--- src/sva_pkg.sv ---
// Shared types and constants of the synthesizer voice allocator.
`timescale 1ns / 1ps
package sva_pkg;

    typedef enum logic [1:0] {
        OP_NOTE_ON  = 2'd0,
        OP_NOTE_OFF = 2'd1,
        OP_ALL_OFF  = 2'd2,
        OP_STATUS   = 2'd3
    } t_op;

    typedef enum logic [1:0] {
        ACT_START   = 2'd0,
        ACT_BEND    = 2'd1,
        ACT_RELEASE = 2'd2,
        ACT_SILENCE = 2'd3
    } t_act;

    typedef enum logic [1:0] {
        MODE_OFF = 2'd0,
        MODE_ON  = 2'd1,
        MODE_REL = 2'd2
    } t_mode;

    // Register index of channel_mono_mask (byte address bit 2).
    localparam logic CFG_IDX_MONO_MASK = 1'b0;

    typedef enum logic [4:0] {
        S_IDLE, S_WAIT, S_DISPATCH, S_CLEAR, S_ENTRY, S_REL_FIRST, S_REL_LAST,
        S_BEST, S_BEST_END, S_OFF_CLR, S_OFF_BEND, S_MONO, S_MONO_BEND,
        S_PICK, S_PICK_END, S_STEAL, S_START
    } t_state;

    typedef enum logic [4:0] {
        DP_NOP, DP_CAPTURE, DP_ALL_OFF, DP_STATUS, DP_RD_ENTRY, DP_LATCH,
        DP_CLEAR_STEP, DP_RELEASE, DP_BEST_STEP, DP_WR_HELD0, DP_OFF_BEND,
        DP_MONO_STEP, DP_MONO_BEND, DP_PICK_STEP, DP_PICK_SEL, DP_STEAL_STEP,
        DP_START
    } t_dp_op;

    typedef struct packed {
        t_dp_op op;
        logic   init;
        logic   last;
    } t_cmd;

    typedef struct packed {
        t_op  op;
        logic in_range;
        logic mono;
        logic held;
        logic nscan_done;
        logic clr_done;
        logic best_found;
        logic mono_hit;
        logic vscan_last;
        logic stolen;
        logic fifo_empty;
    } t_sts;

    typedef struct packed {
        t_act       action;
        logic [3:0] voice;
        logic [6:0] note;
        logic [3:0] channel;
        logic [7:0] patch;
        logic       last;
    } t_result;

endpackage

--- src/sva_ctrl.sv ---
// Sequencer of the voice allocator: walks each event through its steps.
`timescale 1ns / 1ps
module sva_ctrl import sva_pkg::*; (
    input  logic i_clk,
    input  logic i_rst_n,
    input  logic i_valid,
    output logic o_ready,
    output t_cmd o_cmd,
    input  t_sts i_sts
);

    t_state r_state, n_state;

    always_ff @(posedge i_clk) begin
        if (!i_rst_n) begin
            r_state <= S_CLEAR;
        end else begin
            r_state <= n_state;
        end
    end

    // next state
    always_comb begin
        n_state = r_state;
        case (r_state)
            S_IDLE:     if (i_valid) n_state = S_WAIT;
            S_WAIT:     if (i_sts.fifo_empty) n_state = S_DISPATCH;
            S_DISPATCH: begin
                case (i_sts.op)
                    OP_ALL_OFF: n_state = S_CLEAR;
                    OP_STATUS:  n_state = S_IDLE;
                    default:    n_state = i_sts.in_range ? S_ENTRY : S_IDLE;
                endcase
            end
            S_CLEAR:    if (i_sts.clr_done) n_state = S_IDLE;
            S_ENTRY: begin
                if (i_sts.op == OP_NOTE_OFF) begin
                    if (!i_sts.held)     n_state = S_IDLE;
                    else if (i_sts.mono) n_state = S_BEST;
                    else                 n_state = S_REL_LAST;
                end else begin
                    if (!i_sts.mono && i_sts.held) n_state = S_REL_FIRST;
                    else if (i_sts.mono)           n_state = S_MONO;
                    else                           n_state = S_PICK;
                end
            end
            S_REL_FIRST: n_state = S_PICK;
            S_REL_LAST:  n_state = S_IDLE;
            S_BEST:      if (i_sts.nscan_done) n_state = S_BEST_END;
            S_BEST_END:  n_state = i_sts.best_found ? S_OFF_CLR : S_REL_LAST;
            S_OFF_CLR:   n_state = S_OFF_BEND;
            S_OFF_BEND:  n_state = S_IDLE;
            S_MONO: begin
                if (i_sts.mono_hit)        n_state = S_MONO_BEND;
                else if (i_sts.vscan_last) n_state = S_PICK;
            end
            S_MONO_BEND: n_state = S_IDLE;
            S_PICK:      if (i_sts.vscan_last) n_state = S_PICK_END;
            S_PICK_END:  n_state = i_sts.stolen ? S_STEAL : S_START;
            S_STEAL:     if (i_sts.nscan_done) n_state = S_START;
            S_START:     n_state = S_IDLE;
            default:     n_state = S_IDLE;
        endcase
    end

    // commands
    always_comb begin
        o_cmd   = '{op: DP_NOP, init: 1'b0, last: 1'b0};
        o_ready = 1'b0;
        case (r_state)
            S_IDLE: begin
                o_ready = 1'b1;
                if (i_valid) o_cmd.op = DP_CAPTURE;
            end
            S_DISPATCH: begin
                case (i_sts.op)
                    OP_ALL_OFF: o_cmd = '{op: DP_ALL_OFF, init: 1'b1, last: 1'b1};
                    OP_STATUS:  o_cmd.op = DP_STATUS;
                    default:    if (i_sts.in_range) o_cmd.op = DP_RD_ENTRY;
                endcase
            end
            S_CLEAR:     o_cmd.op = DP_CLEAR_STEP;
            S_ENTRY:     o_cmd = '{op: DP_LATCH, init: 1'b1, last: 1'b0};
            S_REL_FIRST: o_cmd = '{op: DP_RELEASE, init: 1'b1, last: 1'b0};
            S_REL_LAST:  o_cmd = '{op: DP_RELEASE, init: 1'b0, last: 1'b1};
            S_BEST:      o_cmd.op = DP_BEST_STEP;
            S_OFF_CLR:   o_cmd.op = DP_WR_HELD0;
            S_OFF_BEND:  o_cmd = '{op: DP_OFF_BEND, init: 1'b0, last: 1'b1};
            S_MONO: begin
                o_cmd.op   = DP_MONO_STEP;
                o_cmd.init = !i_sts.mono_hit && i_sts.vscan_last;
            end
            S_MONO_BEND: o_cmd = '{op: DP_MONO_BEND, init: 1'b0, last: 1'b1};
            S_PICK:      o_cmd.op = DP_PICK_STEP;
            S_PICK_END:  o_cmd = '{op: DP_PICK_SEL, init: 1'b1, last: 1'b0};
            S_STEAL:     o_cmd.op = DP_STEAL_STEP;
            S_START:     o_cmd = '{op: DP_START, init: 1'b0, last: 1'b1};
            default:     o_cmd.op = DP_NOP;
        endcase
    end

`ifndef SYNTHESIS
    a_dispatch_empty: assert property (@(posedge i_clk) disable iff (!i_rst_n)
        (r_state == S_DISPATCH) |-> i_sts.fifo_empty)
        else $error("dispatch with results still queued");
`endif

endmodule

--- config.mk ---
export PLATFORM = sky130hd
export DESIGN_NAME = sva_ctrl
export DESIGN_NICKNAME = d
export VERILOG_FILES = /design/src/sva_pkg.sv /design/src/sva_ctrl.sv
export SDC_FILE = /design/constraint.sdc
export NUM_CORES = 1
export LEC_CHECK = 0
export BUFFER_PORTS_ARGS = -buffer_cell sky130_fd_sc_hd__buf_2
export CELL_PAD_IN_SITES_DETAIL_PLACEMENT = 1
export CELL_PAD_IN_SITES_GLOBAL_PLACEMENT = 1
export CORE_MARGIN = 5
export CORE_UTILIZATION = 34
export DETAILED_ROUTE_END_ITERATION = 6
export GPL_TIMING_DRIVEN = 1
export PLACE_DENSITY = 0.77
export SKIP_LAST_GASP = 1
export SYNTH_ARGS = -nofsm -noshare
export SYNTH_HDL_FRONTEND = slang
export SYNTH_SLANG_ARGS = --single-unit
--- constraint.sdc ---
create_clock -name i_clk -period 1.7 [get_ports i_clk]
set_input_delay 0.34 -clock i_clk [delete_from_list [all_inputs] [get_ports i_clk]]
set_output_delay 0.34 -clock i_clk [all_outputs]
set_load 0.1 [all_outputs]
==> results of run 1 <==
## kinds of logic after synthesis
group	count (synthesis)	synth area share, %
AND/OR/NAND/NOR	54	39.0
XOR/XNOR	1	1.15
multiplexers	3	3.95
AO/OA/AOI/OAI	37	33.6
flip-flops	5	13.2
buffers and inverters	16	9.21
## stage by stage
stage | TNS (ns) | hold slack (ns) | instances | worst slack [ns] | instance area [µm²]
2_1_floorplan | -1.12 | 0.433 | 116 | -0.346 | 966
3_3_place_gp | -0.0500 | 0.565 | 180 | -0.0500 | 1300
3_5_place_dp | -0.534 | 0.567 | 180 | -0.134 | 1300
4_1_cts | -1.02 | 0.310 | 190 | -0.183 | 1440
## what timing repair did
item / in CTS
setup endpoints to repair: 10
gates resized for setup: 19
hold buffers: 0
setup buffers: 6
pin swaps: 6
==> impl_metrics.py, run 1 <==
metrics = {
    "outcome": {
        "status": "aborted with a tool error",
        "stop_stage": "global routing",
        "error": "[ERROR DPL-0033] detailed placement checks failed during check placement.",
    },
    "cts": {
        "numCtsBuffers": 3,
        "cts_buffer_depth": 2,
        "root_buffer": "clkbuf_4",
        "h-tree-depth": 1,
        "cts_sinks": 5,
    },
    "place": {
        "io_buffers": 22,
        "dp_hpwl_mm": 3.05,
        "routabilityCongestion": 0.864,
    },
    "synth": {
        "synth_top_flop_cell": "dfxtp_1",
        "yosys.area.top_type": "dfxtp_1",
        "syn_nets": 131,
        "synth_edf_count": 0,
        "synth_cell_types": 43,
        "syn_inst": 116,
        "yosysMostFrequentCell": "nand2_1",
        "synth_area_leaders": "dfxtp_1, o21ai_0, nor2b_1",
        "ys_warn_count": 0,
        "async_flop_share_pct": 0,
        "syn_avg_cell_area_um2": 6.56,
        "netlist_area_um2": 761,
        "ys_seq_elements": 5,
        "synth_seq_area_share_pct": 13.2,
        "synth_top_area_share_pct": 13.2,
        "synth_common_cells": "nand2_1, o21ai_0, a21oi_1",
    },
    "global_routing": {
        "antenna_found_initial": 0,
        "grt_max_degree": 13,
    },
    "timing": {
        "worst-ep-kind": "primary output",
        "crit_endpoint": "o_cmd[0]",
    },
    "floorplan": {
        "placementRows": 17,
        "initial_core_util_pct": 35.1,
        "io_pins": 23,
        "die_w_um": 57.3,
        "die-height_um": 57.3,
    },
}
==> inputs of run 2 (changes only) <==
--- a/config.mk
+++ b/config.mk
@@ -6,13 +6,11 @@
 export NUM_CORES = 1
 export LEC_CHECK = 0
 export BUFFER_PORTS_ARGS = -buffer_cell sky130_fd_sc_hd__buf_2
-export CELL_PAD_IN_SITES_DETAIL_PLACEMENT = 1
-export CELL_PAD_IN_SITES_GLOBAL_PLACEMENT = 1
-export CORE_MARGIN = 5
-export CORE_UTILIZATION = 34
+export CORE_AREA = 5 5 66 68
 export DETAILED_ROUTE_END_ITERATION = 6
+export DIE_AREA = 0 0 71 73
 export GPL_TIMING_DRIVEN = 1
-export PLACE_DENSITY = 0.77
+export PLACE_DENSITY_LB_ADDON = 0.15
 export SKIP_LAST_GASP = 1
 export SYNTH_ARGS = -nofsm -noshare
 export SYNTH_HDL_FRONTEND = slang
==> impl_metrics.py, run 2 <==
metrics = {
    "outcome": {
        "status": "complete, but fails checks",
        "violations": "negative setup slack",
    },
    "place": {
        "dp.cells": 207,
        "dp_hpwl_mm": 2.51,
        "io_buffers": 22,
        "placed_cell_area_um2": 1370,
        "place_ws_ns": -0.0394,
        "routabilityCongestion": 0.949,
    },
    "route": {
        "ant_nets": 0,
        "routedWlPerCell_um": 14.1,
        "post-route-drc-count": 0,
        "vias_per_cell": 4.85,
        "dr.pass1.iters": 4,
        "route.vias.total": 1077,
        "routed_wl_mm": 3.12,
        "drt_iter0_markers": 36,
    },
    "worst_setup_path": {
        "critPathMaxFanout": 10,
        "crit_buf_inv": 1,
        "startpoint_type": "register",
        "cpLargestDelayFamily": "flip-flops",
        "worstPathRequired_ns": 1.36,
        "crit_path_end_kind": "output port",
        "cp.arrival_ns": 1.47,
        "cpMaxStageDelayCell": "dfxtp_4",
        "path_cells": "and2_4, and4b_1, a21oi_1, o21ai_4, buf_12",
        "slowest_delay_ns": 0.43,
        "path_class": "reg -> out",
    },
    "synth": {
        "synth_area_leaders": "dfxtp_1, o21ai_0, nor2b_1",
        "yosys.area.top_type": "dfxtp_1",
        "synth.area.mux_share_pct": 3.95,
        "async_flop_share_pct": 0,
        "synth_cell_types": 43,
        "synth_xor_area_share_pct": 1.15,
        "synthAdderAreaFrac_pct": 0,
        "synth-simple-area-share_pct": 39.0,
        "synth_common_cells": "nand2_1, o21ai_0, a21oi_1",
        "synth_top_flop_cell": "dfxtp_1",
        "yosysMostFrequentCell": "nand2_1",
        "netlist_area_um2": 761,
        "ys_seq_elements": 5,
        "syn_avg_cell_area_um2": 6.56,
        "syn_nets": 131,
        "ys_warn_count": 0,
        "synth_seq_area_share_pct": 13.2,
        "synth_edf_count": 0,
        "synth_top_family_by_area": "simple AND/OR/NAND/NOR gates",
        "synth_compound_area_share_pct": 33.6,
        "syn_inst": 116,
        "synth_top_area_share_pct": 13.2,
    },
    "flow_run": {
        "drv_cap": 0,
    },
    "cts": {
        "root_buffer": "clkbuf_8",
        "cts_sinks": 5,
        "cts_buffer_depth": 2,
        "numCtsBuffers": 3,
        "h-tree-depth": 1,
        "cts_tree": "built",
        "clock_latency_ns": 0.22,
        "holdBufCountCts": 0,
        "path_clk_slew_ns": 0.04,
    },
    "floorplan": {
        "initial_core_util_pct": 20.0,
        "core_um2": 3800,
        "die_w_um": 71,
        "placementRows": 23,
        "io_pins": 23,
        "dieArea_um2": 5180,
        "die-height_um": 73,
    },
    "global_routing": {
        "grt_pass1_wl_mm": 5.05,
        "grt_pass1_vias": 1125,
        "grt_max_degree": 11,
        "grt_overflow": 0,
        "track_usage_pct": 12.0,
        "antenna_found_initial": 0,
    },
    "finish": {
        "fin_nets": 188,
        "largest_reg_flops": 5,
        "fillers": 380,
        "final_common_cell": "buf_4",
        "layout.cells.non_filler": 222,
        "multi_input_area_um2": 803,
        "antenna_cells": 0,
        "seq_area_um2": 116,
        "area_growth_pct": 112,
        "stdcell_area_um2": 1620,
        "regMostFlops": "r_state",
        "utilization_pct": 42.5,
        "largestRegisters": "r_state: 5 flops",
        "drive_above_1_share_pct": 58.1,
        "final_cell_mix": "buf_4, buf_2, nand2_1, buf_12, buf_6",
    },
    "pwr": {
        "ir_drop_v": 0.000811,
        "leakagePower_nw": 0.679,
        "power_mw": 3.67,
        "power-per-cell-area_nw_per_um2": 2270,
    },
    "timing": {
        "whs_ns": 0.358,
        "rsz0062_at_grt": "yes",
        "skew_ns": 0.00118,
        "fin_setup_tns_ns": -0.464,
        "tightest_slew_ns": 0.343,
        "period_minus_slack_ns": 1.81,
        "hold_violations": 0,
        "relSlewSlack_pct": 76.9,
        "setup_viol": 6,
        "clock.fmax_mhz": 552,
        "slew_viol_final": 0,
        "setup_ws_ns": -0.110,
        "post-route-period-util_pct": 106,
    },
    "worst_hold_path": {
        "hold_class": "in -> reg",
    },
}
==> run 2: cell counts after synthesis <==
Identical to the previous run, type by type.
==> run 2: cells by family (layout without fill, tap and decap cells) <==
group                  Yosys count  count (layout)
flip-flops                       5               5
XOR/XNOR                         1               1
multiplexers                     3               3
AND/OR/NAND/NOR                 54              54
AO/OA/AOI/OAI                   37              37
buffers and inverters           16              72
==> run 2: metal layers <==
layer | global-route usage [%] | vias up | wire, µm
met5 | 0 | - | 0
met2 | 22.0 | 22 | 1620
met3 | 1.38 | 4 | 80
met4 | 3.55 | 0 | 36
met1 | 14.6 | 512 | 1380
li1 | - | 539 | -
==> run 2: worst paths after layout <==
path         slack, ns  cells past startpoint    endpoint        from
min               0.36                      2  r_state[4]    i_sts[1]
max reg2reg       0.01                      7  r_state[1]  r_state[2]
max              -0.11                      5    o_cmd[1]  r_state[0]
min reg2reg       0.73                      3  r_state[3]  r_state[3]
==> run 2: cell type report <==
type / count / share of cell area (%)
Clock buffer: 4 / 2.79
Inverter: 6 / 1.39
Multi-Input combinational cell: 95 / 49.7
Sequential cell: 5 / 7.20
Tap cell: 50 / 3.87
Timing Repair Buffer: 62 / 35.0
==> run 2: worst register-to-register path: stages, from the launching register on <==
cell and delay, ns:
dfxtp_4 0.37, buf_6 0.13, buf_6 0.10, nor3b_2 0.14
a22o_1 0.23, a21oi_4 0.15, nand2_2 0.11, o32a_1 0.35
==> run 2: report_power, final <==
part	switching, mW	internal [mW]	leakage (nW)
Clock	0.0575	0.161	0.0228
Combinational	1.72	1.43	0.613
Sequential	0.119	0.187	0.0435
==> run 2: repair_timing <==
action,4_1_cts,5_1_grt
endpoints found under the setup margin,9,13
gates resized for setup,23,11
hold endpoints to repair,0,0
pin swaps,9,5
buffers inserted,6,6
(Power assumes the default switching activity.)
